`src/rtl/bre_pkg.sv`:
```
// Shared types and constants of the bitmap range engine.
package bre_pkg;

    // Command codes
    localparam logic [2:0] OP_SET    = 3'd0;
    localparam logic [2:0] OP_CLEAR  = 3'd1;
    localparam logic [2:0] OP_TOGGLE = 3'd2;
    localparam logic [2:0] OP_ALL    = 3'd3;
    localparam logic [2:0] OP_ANY    = 3'd4;

    // Bytes-in-use register
    localparam int         CFG_W     = 13;
    localparam logic [12:0] CFG_RESET = 13'd4096;

    // Byte index of any run position (run end of an in-bounds run stays below 2^16 bits)
    localparam int BYTE_IDX_W = 13;

    // Command queue between front and back
    localparam int CMDQ_DEPTH = 4;
    localparam int CMDQ_PTR_W = 2;
    localparam int CMDQ_CNT_W = 3;

    typedef struct packed {
        logic [2:0]  opcode;
        logic [14:0] first_bit;
        logic [15:0] range_length;
    } in_item_t;

    typedef struct packed {
        logic answer;
        logic out_of_bounds;
    } out_item_t;

    // Classified command as handed to the back end
    typedef struct packed {
        logic [2:0]            op;
        logic                  walk;
        logic                  oob;
        logic [BYTE_IDX_W-1:0] first_byte;
        logic [BYTE_IDX_W-1:0] last_byte;
        logic [2:0]            first_off;
        logic [2:0]            last_off;
    } cmd_t;

    typedef enum logic [2:0] {
        BK_CLEAR,
        BK_IDLE,
        BK_WALK,
        BK_DRAIN,
        BK_DONE
    } back_state_t;

endpackage

```
`src/rtl/bre_fifo.sv`:
```
// Small command queue between the front and back ends.
module bre_fifo (
    input  logic          clk,
    input  logic          rst_n,
    input  logic          push,
    input  bre_pkg::cmd_t push_data,
    input  logic          pop,
    output bre_pkg::cmd_t pop_data,
    output logic          full,
    output logic          not_empty
);

    bre_pkg::cmd_t                   slot_reg [bre_pkg::CMDQ_DEPTH];
    logic [bre_pkg::CMDQ_PTR_W-1:0]  wr_ptr_reg;
    logic [bre_pkg::CMDQ_PTR_W-1:0]  rd_ptr_reg;
    logic [bre_pkg::CMDQ_CNT_W-1:0]  count_reg;
    logic [bre_pkg::CMDQ_CNT_W-1:0]  count_next;

    assign full      = (count_reg == bre_pkg::CMDQ_CNT_W'(bre_pkg::CMDQ_DEPTH));
    assign not_empty = (count_reg != '0);
    assign pop_data  = slot_reg[rd_ptr_reg];

    always_comb
    begin
        count_next = count_reg;
        if (push && !pop)
        begin
            count_next = count_reg + 1'b1;
        end
        else if (pop && !push)
        begin
            count_next = count_reg - 1'b1;
        end
    end

    // Pointers and fill level
    always_ff @(posedge clk or negedge rst_n)
    begin
        if (!rst_n)
        begin
            wr_ptr_reg <= '0;
            rd_ptr_reg <= '0;
            count_reg  <= '0;
        end
        else
        begin
            if (push)
            begin
                wr_ptr_reg <= wr_ptr_reg + 1'b1;
            end
            if (pop)
            begin
                rd_ptr_reg <= rd_ptr_reg + 1'b1;
            end
            count_reg <= count_next;
        end
    end

    // Payload slots
    always_ff @(posedge clk)
    begin
        if (push)
        begin
            slot_reg[wr_ptr_reg] <= push_data;
        end
    end

endmodule

```
`config.mk`:
```
export PLATFORM = sky130hd
export DESIGN_NAME = bre_fifo
export DESIGN_NICKNAME = d
export VERILOG_FILES = /design/src/rtl/bre_pkg.sv /design/src/rtl/bre_fifo.sv
export SDC_FILE = /design/constraint.sdc
export NUM_CORES = 1
export LEC_CHECK = 0
export BUFFER_PORTS_ARGS = -buffer_cell sky130_fd_sc_hd__buf_2
export CAP_MARGIN = 30
export CORE_MARGIN = 3
export CORE_UTILIZATION = 56
export DETAILED_ROUTE_END_ITERATION = 8
export PLACE_DENSITY = 0.78
export SETUP_SLACK_MARGIN = 0.5
export SLEW_MARGIN = 25
export SYNTH_ARGS = -nofsm -noshare
export SYNTH_HDL_FRONTEND = slang
export SYNTH_SLANG_ARGS = --single-unit
```
`constraint.sdc`:
```
create_clock -name clk -period 2.6 [get_ports clk]
set_input_delay 0.26 -clock clk [delete_from_list [all_inputs] [get_ports clk]]
set_output_delay 0.26 -clock clk [all_outputs]
set_load 0.02 [all_outputs]
```
==> results list <==
- The run finished with clean final reports.
- Portion of synthesized cell area occupied by the leading cell type: 77.6%
* Startpoint of the lowest-slack hold path: push
- Flip-flop count of the largest register after layout: 148
- At the pin with the least slew margin, the transition time is 489 ps.
- Count leader, synth: sky130_fd_sc_hd__edfxtp_1
- In the synthesized netlist the async set-or-reset flop fraction comes to 4.52%.
- Total power for the finished layout comes to 9.32 mW.
- For this run, the top clock speed supported by timing is 460 MHz.
- Post-route DRC violation count: 0
- Number of warning messages in the yosys log: 0
- The final critical path takes up 83.6% of the cycle.
- CTS root buffer: sky130_fd_sc_hd__clkbuf_8
* Width of the die: 107 um
* Worst Hold Depth: 2
- Ratio of total power to cell area: 1210 nW/um2
* Number of maximum-capacitance constraint violations: 0
- Detailed-routing iteration count for the pre-antenna-repair pass: 4
* Die extent in y: 107 um
* Arrival time at the worst endpoint: 1910 ps
- Largest net degree at the start of global routing: 28
- VDD sags by at most 0.629 mV.
- Total routing resource utilization after global routing: 22.4%
- Fill cells in the final layout number 476.
- Worst hold path type: input port to register
- Post-synthesis sequential area ratio: 80.7%
- The floorplan step defined a die boundary enclosing 11,500 um2.
* Post-place setup slack: 755 ps
* Total via count after detailed routing: 2,845
* XOR/XNOR share of the synthesized area: 0.918%
- Total negative slack for setup checks: 0 ps
- Unrepaired setup endpoints after global routing: true
- Dividing the detail-routed via count by the number of cells gives 5.50.
* Total overflow reported by the global router: 0
- Clock latency on the worst-skew pair: 510 ps
- At the end of the flow the core is filled with cells to 78.1%.
* Net count after synthesis: 274
- Register cell area after layout: 4620 um2
- The number of cells on the worst reg-to-reg path is 4.
* Sort of element at the end of the critical path: output port
- Of the cells placed in the final design, the portion with a size suffix greater than 1 is 42.7%.
* Starting Density: 58.0%
- Adder-cell area share of the yosys netlist: 1.44%
- Wire length of the first global-routing pass: 18.1 mm
* R2r setup slk: 840 ps
- Antenna Diode Count: 0
- Data on the critical path is required at its endpoint by 2340 ps.
- In this run, CTS created clock tree buffers numbering 17.
- Clock skew: 6.57 ps
- DRC violation total after the first TritonRoute iteration: 144
- Antenna Nets Post-Route: 0
* Mean instance size in the synthesized netlist: 25.2 um2
- In this run the worst path has a maximum fanout of 8.
- In this run, synthesis produced a sequential element count of 155.
- The net count of the finished layout is 418.
* Post-synthesis instance area: 5730 um2
* Top cells by count, synth: sky130_fd_sc_hd__edfxtp_1, sky130_fd_sc_hd__mux4_2, sky130_fd_sc_hd__dfrtp_1
- Including well taps, the total number of placed cells is 438.
* Distinct cell type count of the synthesized netlist: 19
- Cell type contributing the most total cell area after synthesis: sky130_fd_sc_hd__edfxtp_1
- After clock tree synthesis, the clock-pin slew on the worst setup and hold paths is 60 ps.
- Summing the areas of all and, or, nand and nor instances in the mapped netlist gives 0.874% of the synthesized area.
- Category of the worst setup path launch point: register
* Startpoint of the worst-slack reg-to-reg timing path: wr_ptr_reg[0]$_DFFE_PN0P_
- Area Growth Syn to Fin: 34.5%
- Cells after synthesis: 227
* CTS Sinks: 155
- The path with the worst hold slack has its endpoint at wr_ptr_reg[0]$_DFFE_PN0P_.
- Antenna violations before repair: 0
- Wires add up to 11.6 mm.
- The synthesized netlist devotes 0.0874% of its cell area to compound gates.
* Total area of multi-input combinational cells: 1040 um2
* Detail Placement HPWL: 6.02 mm
- Main synth FF type: sky130_fd_sc_hd__edfxtp_1
* Final routed wire length divided by cell count: 22.5 um
- In this run the standard cell core region covers 9860 um2.
- Number of enable-type register cells in the synthesized netlist: 148
- H-tree depth reported by CTS: 4
* Final hold viol count: 0
- Terminus of the critical flop-to-flop path: slot_reg[2][30]$_DFFE_PP_
* Crit path setup slack, layout: 425 ps
- P_leak: 2.75 nW
* Multiplexer fraction of the synthesized cell area: 14.8%
- Setup violations remaining at the end of the flow were counted as 0.
- By area the synthesized netlist is led by sky130_fd_sc_hd__edfxtp_1, sky130_fd_sc_hd__mux4_2, sky130_fd_sc_hd__dfrtp_1, sky130_fd_sc_hd__ha_1, sky130_fd_sc_hd__xor2_1.
- I/O pin total: 80
- Non-filler cells in the finished layout: 517
- Port buffering added 79 buffers.
* Clock Path Buffers: 2
* FP Rows: 36
* Vias in the first global route: 3,155
- Period minus WS final: 2170 ps
* Worst setup path category: register to output port
* Gp weighted congestion: 0.684
- Measured against its own limit, the worst slew margin works out to 67.4%.
- By area, the combinational part of the netlist is dominated by multiplexers.
- Final max-slew violation count: 0
* Clock tree from TritonCTS: built
==> cells by family (layout without fill, tap and decap cells) <==
logic type	count (synthesis)	count (layout)
multiplexers	38	38
buffers and inverters	12	169
XOR/XNOR	6	6
flip-flops	155	155
AO/OA/AOI/OAI	1	1
adder cells (fa/ha/maj)	6	6
AND/OR/NAND/NOR	9	9
==> worst max-delay path by stage <==
stage	from	cells after the start	to	slack [ps]
6_report	rd_ptr_reg[0]$_DFFE_PN0P_	4	pop_data[1]	430
5_1_grt	rd_ptr_reg[0]$_DFFE_PN0P_	4	pop_data[8]	360
3_5_place_dp	rd_ptr_reg[0]$_DFFE_PN0P_	3	pop_data[0]	750
3_3_place_gp	rd_ptr_reg[0]$_DFFE_PN0P_	3	pop_data[0]	750
2_1_floorplan	wr_ptr_reg[0]$_DFFE_PN0P_	3	slot_reg[2][0]$_DFFE_PP_	680
4_1_cts	rd_ptr_reg[0]$_DFFE_PN0P_	4	pop_data[20]	400
==> critical path, cell delays in order, from the launching register on <==
cell and delay [ps]:
sky130_fd_sc_hd__dfrtp_2 430, sky130_fd_sc_hd__buf_12 140, sky130_fd_sc_hd__buf_16 140, sky130_fd_sc_hd__mux4_2 540
sky130_fd_sc_hd__buf_6 160
==> power breakdown <==
group | internal, mW | total (mW) | switching [mW]
sequential | 3.29 | 3.50 | 0.214
clock | 1.58 | 2.46 | 0.879
combinational | 1.73 | 3.36 | 1.63
==> cell type report <==
class | count | area share [%]
Timing Repair Buffer | 133 | 16.4
Tap cell | 133 | 2.16
Clock buffer | 24 | 5.85
Clock inverter | 8 | 1.85
Sequential cell | 155 | 60.0
Multi-Input combinational cell | 60 | 13.5
Inverter | 4 | 0.195
==> layer usage <==
| metal | track usage, % | routed length, um |
|---|---|---|
| met4 | 11.0 | 324 |
| met1 | 27.2 | 4610 |
| met3 | 5.48 | 511 |
| met5 | 0 | 0 |
| met2 | 37.8 | 6180 |
==> stage by stage <==
stage          cell area, um2  hold WS (ps)
2_1_floorplan            5730         -35.6
3_3_place_gp             6350           101
3_5_place_dp             6350           107
4_1_cts                  7700          1.04
5_1_grt                  7700          44.5
6_report                 7700          48.4
==> placed cells by master (no fill, tap or decap), drive strengths merged <==
cell type / count
buf: 94
fa: 1
mux4: 37
xor2: 4
nand2: 2
clkinvlp: 1
edfxtp: 148
nor3b: 1
xnor2: 2
nor2: 1
dlygate4sd3: 39
bufinv: 4
o21ai: 1
or3: 1
clkinv: 3
inv: 4
dfrtp: 7
mux2: 1
and2: 4
clkbuf: 24
ha: 5
==> what timing repair did <==
item                       in CTS  in global routing
hold buffers                   39                  0
hold endpoints to repair      156                  0
cloned                          3                  0
buffers inserted                5                  0
setup endpoints to repair      37                 37
gates resized for setup        71                  0
No activity file was read; power rests on OpenSTA's default activity.
