$ cat src/rtl/bre_pkg.sv
// Shared types and constants of the bitmap range engine.
package bre_pkg;

    // Command codes
    localparam logic [2:0] OP_SET    = 3'd0;
    localparam logic [2:0] OP_CLEAR  = 3'd1;
    localparam logic [2:0] OP_TOGGLE = 3'd2;
    localparam logic [2:0] OP_ALL    = 3'd3;
    localparam logic [2:0] OP_ANY    = 3'd4;

    // Bytes-in-use register
    localparam int         CFG_W     = 13;
    localparam logic [12:0] CFG_RESET = 13'd4096;

    // Byte index of any run position (run end of an in-bounds run stays below 2^16 bits)
    localparam int BYTE_IDX_W = 13;

    // Command queue between front and back
    localparam int CMDQ_DEPTH = 4;
    localparam int CMDQ_PTR_W = 2;
    localparam int CMDQ_CNT_W = 3;

    typedef struct packed {
        logic [2:0]  opcode;
        logic [14:0] first_bit;
        logic [15:0] range_length;
    } in_item_t;

    typedef struct packed {
        logic answer;
        logic out_of_bounds;
    } out_item_t;

    // Classified command as handed to the back end
    typedef struct packed {
        logic [2:0]            op;
        logic                  walk;
        logic                  oob;
        logic [BYTE_IDX_W-1:0] first_byte;
        logic [BYTE_IDX_W-1:0] last_byte;
        logic [2:0]            first_off;
        logic [2:0]            last_off;
    } cmd_t;

    typedef enum logic [2:0] {
        BK_CLEAR,
        BK_IDLE,
        BK_WALK,
        BK_DRAIN,
        BK_DONE
    } back_state_t;

endpackage

$ cat src/rtl/bre_front.sv
// Front end: config register, input acceptance, bounds check and run decode.
module bre_front #(
    parameter int MAP_BYTES = 4096
) (
    input  logic                       clk,
    input  logic                       rst_n,
    input  logic                       cfg_valid,
    output logic                       cfg_ready,
    input  logic [bre_pkg::CFG_W-1:0]  cfg_data,
    input  logic                       in_valid,
    output logic                       in_stall,
    input  bre_pkg::in_item_t          in_data,
    input  logic                       q_full,
    input  logic                       clearing,
    output logic                       q_push,
    output bre_pkg::cmd_t              q_cmd
);

    logic [bre_pkg::CFG_W-1:0] bytes_in_use_reg;
    logic [11:0]               start_byte;
    logic [16:0]               eff_bytes;
    logic [19:0]               eff_bits;
    logic [16:0]               run_end;
    logic [16:0]               last_pos;
    logic                      op_known;
    logic                      run_oob;

    // Config register, always writable
    assign cfg_ready = 1'b1;

    always_ff @(posedge clk or negedge rst_n)
    begin
        if (!rst_n)
        begin
            bytes_in_use_reg <= bre_pkg::CFG_RESET;
        end
        else if (cfg_valid && cfg_ready)
        begin
            bytes_in_use_reg <= cfg_data;
        end
    end

    // Bounds check against the effective byte count
    always_comb
    begin
        start_byte = in_data.first_bit[14:3];
        if (17'(bytes_in_use_reg) > 17'(MAP_BYTES))
        begin
            eff_bytes = 17'(MAP_BYTES);
        end
        else
        begin
            eff_bytes = 17'(bytes_in_use_reg);
        end
        eff_bits = {eff_bytes, 3'b000};
        run_end  = 17'(in_data.first_bit) + 17'(in_data.range_length);
        last_pos = run_end - 17'd1;
        op_known = (in_data.opcode <= bre_pkg::OP_ANY);
        run_oob  = (17'(start_byte) >= eff_bytes) || (20'(run_end) > eff_bits);
    end

    // Classified command
    always_comb
    begin
        q_cmd.op         = in_data.opcode;
        q_cmd.oob        = op_known && run_oob;
        q_cmd.walk       = op_known && !run_oob && (in_data.range_length != 16'd0);
        q_cmd.first_byte = bre_pkg::BYTE_IDX_W'(start_byte);
        q_cmd.last_byte  = last_pos[15:3];
        q_cmd.first_off  = in_data.first_bit[2:0];
        q_cmd.last_off   = last_pos[2:0];
    end

    // Hold off while the queue is full or the map is being cleared
    assign in_stall = q_full || clearing;
    assign q_push   = in_valid && !in_stall;

endmodule

$ cat config.mk
export PLATFORM = sky130hd
export DESIGN_NAME = bre_front
export DESIGN_NICKNAME = d
export VERILOG_FILES = /design/src/rtl/bre_pkg.sv /design/src/rtl/bre_front.sv
export SDC_FILE = /design/constraint.sdc
export NUM_CORES = 1
export LEC_CHECK = 0
export ABC_AREA = 1
export BUFFER_PORTS_ARGS = -buffer_cell sky130_fd_sc_hd__clkbuf_2
export CAP_MARGIN = 20
export CORE_MARGIN = 2
export CORE_UTILIZATION = 26
export CTS_BUF_LIST = sky130_fd_sc_hd__clkbuf_8
export CTS_CLUSTER_DIAMETER = 100
export DETAILED_ROUTE_END_ITERATION = 6
export RECOVER_POWER = 100
export REMOVE_ABC_BUFFERS = 1
export SYNTH_ARGS = -nofsm -noshare
export SYNTH_HDL_FRONTEND = slang
export SYNTH_SLANG_ARGS = --single-unit
$ cat constraint.sdc
create_clock -name clk -period 5.5 [get_ports clk]
set_input_delay 1.375 -clock clk [delete_from_list [all_inputs] [get_ports clk]]
set_output_delay 1.375 -clock clk [all_outputs]
set_load 0.05 [all_outputs]
==> results of run 1 <==
==> timing repair <==
| item | 4_1_cts | 5_1_grt |
|---|---|---|
| gates resized for setup | 8 | 66 |
| gates cloned | 0 | 0 |
| pin swaps | 2 | 17 |
| endpoints found under the setup margin | 2 | 3 |
| buffers inserted | 0 | 3 |
==> report_power, final <==
group	switching [µW]	leakage (µW)	total [µW]	internal, µW
Combinational	392	0.00173	612	220
Clock	32.2	0.0000269	81.4	49.1
Sequential	7.19	0.000154	113	105
Total	432	0.00191	806	374
==> routing by layer <==
metal	share of wire (%)	up-vias	track usage, %
met1	46	1343	19.8
li1	-	1538	-
met3	5.2	2	1.24
met5	0	-	0
met4	0.50	0	1.41
met2	48	87	26.1
==> worst max path at each step <==
stage | from | endpoint | slack, ps | cells after the start
2_1_floorplan | in_data[0] | q_cmd[33] | -190 | 19
3_3_place_gp | in_data[4] | q_cmd[32] | 8 | 20
3_5_place_dp | in_data[0] | q_cmd[32] | -110 | 22
4_1_cts | in_data[0] | q_cmd[33] | 4 | 23
5_1_grt | in_data[22] | q_cmd[33] | -50 | 20
6_report | in_data[0] | q_cmd[33] | 150 | 23
==> stage by stage <==
| stage | hold slack, ps | area, µm² | power [µW] | utilization (%) |
|---|---|---|---|---|
| floorplan | 504 | 2520 | 458 | - |
| global placement | 530 | 3420 | 658 | 33.6 |
| detailed placement | 530 | 3420 | 665 | 33.6 |
| CTS | 543 | 3490 | 755 | 34.3 |
| global route | 560 | 3780 | 875 | 37.2 |
| finish | 536 | 3780 | 806 | 37.2 |
==> cells by family after synthesis <==
family,count (synthesis),synth area share [%]
AOI/OAI and AO/OA,48,10.3
xor gates and xnor gates,18,6.44
adders and majority gates,42,19.9
buffers and inverters,79,13.9
DFF,13,12.2
muxes,6,2.52
other,2,0.280
and+or+nand+nor,204,34.5
==> synthesized netlist by cell type, types with 2 or more instances <==
| cell type | number |
|---|---|
| inv_1 | 54 |
| nand4_1 | 10 |
| nor2_1 | 38 |
| a21oi_2 | 4 |
| inv_2 | 2 |
| mux2_2 | 6 |
| o21ai_0 | 16 |
| nor3_4 | 2 |
| nand2_2 | 5 |
| nor3_1 | 5 |
| xnor2_1 | 5 |
| a21o_1 | 3 |
| nor2_2 | 4 |
| nor4_1 | 5 |
| o21ai_1 | 3 |
| xor2_1 | 11 |
| a211oi_1 | 2 |
| conb_1 | 2 |
| dfrtp_1 | 12 |
| ha_1 | 41 |
| clkbuf_1 | 3 |
| buf_4 | 20 |
| a21oi_1 | 16 |
| or2_2 | 2 |
| nand3_2 | 3 |
| nand2_1 | 108 |
| nand3_1 | 18 |
==> worst max-delay path, delay by kind of cell <==
| family | cells | cell delay, ps |
|---|---|---|
| AOI/OAI and AO/OA | 1 | 110 |
| adders and majority gates | 3 | 720 |
| buffers and inverters | 5 | 430 |
| and+or+nand+nor | 14 | 1320 |
==> layout make-up <==
type                    count  area, µm²  share of cell area [%]
inverters                  56        210                    5.55
repair buffers            126        716                    18.9
clock inverters             1       3.75                  0.0992
well taps                 136        170                    4.50
clock buffers               3       41.3                    1.09
flip-flops and latches     13        327                    8.63
multi-input cells         320       2320                    61.2
==> results.md, run 1 <==
* 1st-iter DRT viols at 97
* Final WS setup at 150 ps
* Cell count after synthesis at 412
* FF+latch count, synth at 13
* Clock Sinks at 13
* Area delta synth->final at 41.2%
* Setup TNS at 0 ps
* Cell mode on critical path: nand2_2
* Prevailing post-synth register cell: dfrtp_1
* Crit Reg-Reg Endpoint: bytes_in_use_reg[12]
* Pin count of the biggest net entering global routing at 21
* RSZ-0062 raised after global routing: yes
* Vias per inst at 4.53
* CTS max path bufs at 2
* Worst Hold Class: flop to flop
* Die area at 11100 µm²
* Number of flip-flops in the largest register at 13
* Clock skew at 0 ps
* Min cycle time layout at 5350 ps
* Hold Buf Count CTS at 0
* Non-Filler Instances at 655
* Post-Place Worst Slack at -110 ps
* Worst-Skew Late Latency at 240 ps
* Final hold viol count at 0
* Async set or reset register ratio after synthesis at 100%
* Proportion of layout cells with a drive suffix above 1 at 36.2%
* Num CTS Buffers at 3
* Final-layout fill cell count at 1132
* Worst Reg2Reg Path Length in Cells at 2
* Crit path max-delay cell type: fa_2
* Most common cell after layout, fill and taps aside: nand2_1
* Dominant cell type by area after synthesis: ha_1
* Most frequent cells in the layout: nand2_1 (94), clkbuf_2 (57), inv_1 (51), buf_4 (37), nor2_1 (34)
* Outcome: completed
* CP arrival at 3970 ps
* Synth unique cells at 39
* Final setup violation count at 0
* Initial Util at 26.3%
* First-pass GRT wire length at 13400 µm
* Worst hold stages at 1
* Root buffer cell: clkbuf_8
* Cell Chain, Critical Path: buf_4 > ha_4 > inv_2 > fa_2 > inv_2 > nand3_2 > nand3_4 > nand2_2 > nand2_2 > nand3_2 > nand2_2 > nand2_1 > nand2_2 > inv_2 > ha_4 > a21oi_2 > nor2_1 > nor3_1 > nand3_2 > nand2_4 > nand2_2 > nor2_4 > buf_12
* Hold Path End: bytes_in_use_reg[2]
* Htree depth at 1
* Die H at 106 µm
* Vias in the first global route at 2921
* GP Congestion at 0.859
* DRT Pass-1 Iters at 4
* Clock-pin slew on the worst setup and hold paths at 50 ps
* Routed WL at 8440 µm
* Worst Setup End Kind: output pin
* Core Region at 10200 µm²
* PortBufs at 90
* Number of flops mapped to enable cells by yosys at 0
* Synth Cell Area at 2680 µm²
* Overflow after GRT at 0
* Yosys synthesis warning count at 0
* Post-DR wirelength/cell at 12.9 µm
* Top-area cell type share of the netlist area at 19.1%
* Ports at 93
* Sequential element share of the synthesized area at 12.2%
* Synthesized area per cell at 6.51 µm²
* Fin. max-slew vios at 0
* CP max stage delay at 370 ps
* Slew headroom at 48.5%
* Placed cells at 648
* Min-delay src: bytes_in_use_reg[2]
* Cell Rows at 37
* Cell Pwr Density at 213 nW/µm²
* Worst slew pin tran at 772 ps
* Top cells by area, synth: ha_1 (19%), nand2_1 (15%), dfrtp_1 (11%), inv_1 (7.6%), buf_4 (5.6%)
* NumNets Final at 615
* Drt drc at 0
* Peak Freq at 187 MHz
* Data required, critical path at 4120 ps
* CTS tree: yes
* MaxCap Viol Count at 0
* GRT Total Usage at 14.6%
* Hpwl dp at 7300 µm
* Crit share post-route at 97.3%
* Antenna Nets Post-Route at 0
* Peak supply drop at 0.131 mV
* Vias at 2970
* Die Wd at 106 µm
* Setup crit start kind: primary input
* Initial antenna violation count at 0
* # diodes at 0
* LEAKAGE at 0.00191 µW
* Worst r2r src: bytes_in_use_reg[12]
* R2R Setup Slk at 4580 ps
* Max FO, Critical Path at 3
* Critical Setup Path Class: primary input to output pin
Note: power is estimated with default switching activity, not from simulation.
==> run 2: changes to the inputs <==
Settings changed: ABC_AREA 1 to not set.
==> run 2 against run 1 <==
Compared with the run above:
- the run now ends with negative setup slack left
- cell count down 16%
- sequential power about the same
- synthesized area is 13% lower
- final area increased by 2.6%
- hold slack worse by 35 ps
- synthesized cell count down 32%
- fmax down 9.3%
- combinational power up 16%
- count of clock-buffer cells in the layout did not move
- clock power is 1% lower
- die area down 12%
- via count shrank 10%
- critical endpoint unchanged
- largest power group unchanged
==> results.md, run 2 <==
* Synth Cell Area at 2340 µm² (-13%)
* Cell Pwr Density at 231 nW/µm² (+8.6%)
* Ports at 93 (unchanged)
* Final hold viol count at 0 (unchanged)
* Max FO, Critical Path at 3 (unchanged)
* Num CTS Buffers at 3 (unchanged)
* Top cells by area, synth: ha_1 (22%), dfrtp_1 (13%), buf_4 (6.4%), mux2_2 (5.8%), xor2_1 (4.9%)
* Clock skew at 0 ps (unchanged)
* Root buffer cell: clkbuf_8
* Synth top cells by count: ha_1 (41), nand2_1 (21), buf_4 (20)
* Outcome: finished with violations
* CTS max path bufs at 2 (unchanged)
* Final WS setup at -395 ps (-545 ps)
* Htree depth at 1 (unchanged)
* PortBufs at 90 (unchanged)
* Vias in the first global route at 2698 (-7.6%)
* Hpwl dp at 7010 µm (-4.0%)
* Number of flops mapped to enable cells by yosys at 0 (unchanged)
* Peak supply drop at 0.179 mV (+36%)
* Async set or reset register ratio after synthesis at 100% (unchanged)
* Core Region at 8720 µm² (-14%)
* Area delta synth->final at 65.6%
* RSZ-0062 raised after global routing: yes
* Cell count after synthesis at 280 (-32%)
* Sequential element share of the synthesized area at 13.9% (+1.7 points)
* Post-DR wirelength/cell at 15.2 µm (+18%)
* Crit share post-route at 107% (+9.9 points)
* Synth unique cells at 50 (+28%)
* Synthesized area per cell at 8.37 µm² (+29%)
* GR Util met1 at 21.0% (+1.2 points)
* DRT Pass-1 Iters at 4 (unchanged)
* GP Congestion at 0.872 (+1.5%)
* CP arrival at 4520 ps (+550 ps)
* Prevailing post-synth register cell: dfrtp_1
* Worst Hold Class: flop to flop
* Setup crit start kind: primary input
* Overflow after GRT at 0 (unchanged)
* Placed cells at 530 (-18%)
* Failing checks: negative setup slack
* Top Usage Layer GRT: met2
* Initial antenna violation count at 0 (unchanged)
* FF+latch count, synth at 13 (unchanged)
* Critical Setup Path Class: primary input to output pin
* Proportion of layout cells with a drive suffix above 1 at 46.9% (+11 points)
* Antenna Nets Post-Route at 0 (unchanged)
* Dominant cell type by area after synthesis: ha_1
* Yosys synthesis warning count at 0 (unchanged)
* Non-Filler Instances at 549 (-16%)
* Routed WL at 8330 µm (-1.4%)
* Post-Place Cell Area at 3430 µm² (+0.37%)
* Worst slew pin tran at 716 ps (-56.0 ps)
* Initial Util at 26.9% (+0.57 points)
* CTS tree: yes
* Drt drc at 0 (unchanged)
* Die Wd at 99.0 µm (-6.2%)
* Number of flip-flops in the largest register at 13 (unchanged)
* # diodes at 0 (unchanged)
* Worst-Skew Late Latency at 240 ps (about the same)
* Total Power at 898 µW (+11%)
* Top-area cell type share of the netlist area at 21.9% (+2.7 points)
* Most common cell after layout, fill and taps aside: buf_4
* Cell Rows at 34 (-8.1%)
* Vias at 2665 (-10%)
* First-pass GRT wire length at 12900 µm (-3.9%)
* Hold slack at 501 ps (-34.9 ps)
* NumNets Final at 537 (-13%)
* Slew headroom at 52.3% (+3.7 points)
* 1st-iter DRT viols at 127 (+31%)
* Cell Chain, Critical Path: buf_8 > ha_4 > a21o_1 > buf_6 > a311o_1 > a311oi_2 > o21bai_1 > buf_4 > buf_4 > xor2_1 > ha_1 > a21o_1 > a211oi_2 > o311a_1 > a211oi_2 > nor3_2 > clkbuf_16
* Final setup violation count at 5 (+5)
* CP max stage delay at 390 ps (+20 ps)
* Fin. max-slew vios at 0 (unchanged)
* Pin count of the biggest net entering global routing at 15 (-29%)
* Die H at 99.0 µm (-6.2%)
* Cell area after layout at 3880 µm² (+2.6%)
* MaxCap Viol Count at 0 (unchanged)
* Clock-pin slew on the worst setup and hold paths at 50 ps (about the same)
* Crit path max-delay cell type: a311o_1
* Clock Sinks at 13 (unchanged)
* GR Layer Usage met2 at 29.0% (+2.9 points)
* LEAKAGE at 0.00188 µW (-1.7%)
* Top-count cell post-synth: ha_1
* Most frequent cells in the layout: buf_4 (88), clkbuf_2 (43), ha_1 (34), clkbuf_1 (29), nand2_1 (21)
* Peak Freq at 170 MHz (-9.3%)
* GRT Total Usage at 16.2% (+1.6 points)
* Data required, critical path at 4120 ps (about the same)
* Worst Setup End Kind: output pin
* Final-layout fill cell count at 880 (-22%)
* Die area at 9790 µm² (-12%)
* Vias per inst at 4.85 (+7.1%)
* Min cycle time layout at 5900 ps (+545 ps)
* Routing usage on met3 at 2.62% (+1.4 points)
[run 2: cell count changes after synthesis, moves of 6 or more]
cell and delta:
nor3_1 +6, nor2_1 -25, xnor2_1 +6, inv_1 -41
o21a_1 +7, nand3_1 -12, mux2_2 +6, nand2_1 -87
[run 2: stage by stage]
step,TNS (ps),setup WS [ps],util (%)
6_report,-1540,-395,44.5
5_1_grt,-2290,-557,44.5
4_1_cts,-1660,-389,43.5
3_5_place_dp,-3460,-671,39.3
3_3_place_gp,-2520,-602,39.3
2_1_floorplan,-2410,-1020,-
[run 2: routing by layer]
layer,up-vias,part of all wire [%]
li1,1335,-
met1,1222,44
met2,99,49
met3,9,6.5
met4,0,1.0
met5,-,0
[run 2: kinds of logic (layout without fill, tap and decap cells)]
family                     after synthesis  after routing  synth area share, %
buffers and inverters                   38            199                 9.93
DFF                                     13             13                 13.9
adders and majority gates               42             42                 22.7
muxes                                   12             12                 5.76
other                                    2              2                0.320
and+or+nand+nor                         81             81                 18.1
xor gates and xnor gates                24             24                 8.96
AOI/OAI and AO/OA                       68             68                 20.2
[run 2: path summary, 6_finish.rpt]
path / to / slack [ps] / startpoint / cells after the start
setup reg to reg: bytes_in_use_reg[12] / 4480 / bytes_in_use_reg[12] / 2
setup / recovery: q_cmd[33] / -400 / in_data[1] / 17
hold / removal: bytes_in_use_reg[0] / 500 / bytes_in_use_reg[0] / 1
max in group asynchronous: bytes_in_use_reg[9] / 3930 / rst_n / 1
hold reg to reg: bytes_in_use_reg[0] / 500 / bytes_in_use_reg[0] / 1
min in group asynchronous: bytes_in_use_reg[10] / 1150 / rst_n / 1
[run 2: report_power, final]
group | leakage, µW | switching [µW] | total [µW] | internal, µW
combinational | 0.00170 | 390 | 707 | 317
sequential | 0.000151 | 5.28 | 111 | 106
clock | 0.0000269 | 31.3 | 80.4 | 49.1
total | 0.00188 | 426 | 898 | 472
[run 2: worst max-delay path: cells and delay by family]
family,cells,cell delay (ps)
adders and majority gates,2,450
buffers and inverters,5,700
AOI/OAI and AO/OA,8,1600
xor gates and xnor gates,1,150
and+or+nand+nor,1,240
[run 2: what timing repair did]
| action | 4_1_cts | 5_1_grt |
|---|---|---|
| setup buffers | 11 | 6 |
| pin swaps | 37 | 25 |
| resized for setup | 44 | 33 |
| hold buffers | 0 | 0 |
| cloned | 0 | 0 |
| endpoints found under the setup margin | 11 | 11 |
[run 2: layout make-up]
class	count	area, µm²	share of cell area, %
clock buffer	3	41.3	1.06
clock inverter	1	3.75	0.0966
inverter	13	48.8	1.26
multi-input combinational	229	2020	52.0
sequential	13	327	8.41
tap	108	135	3.48
timing repair buffer	182	1310	33.7
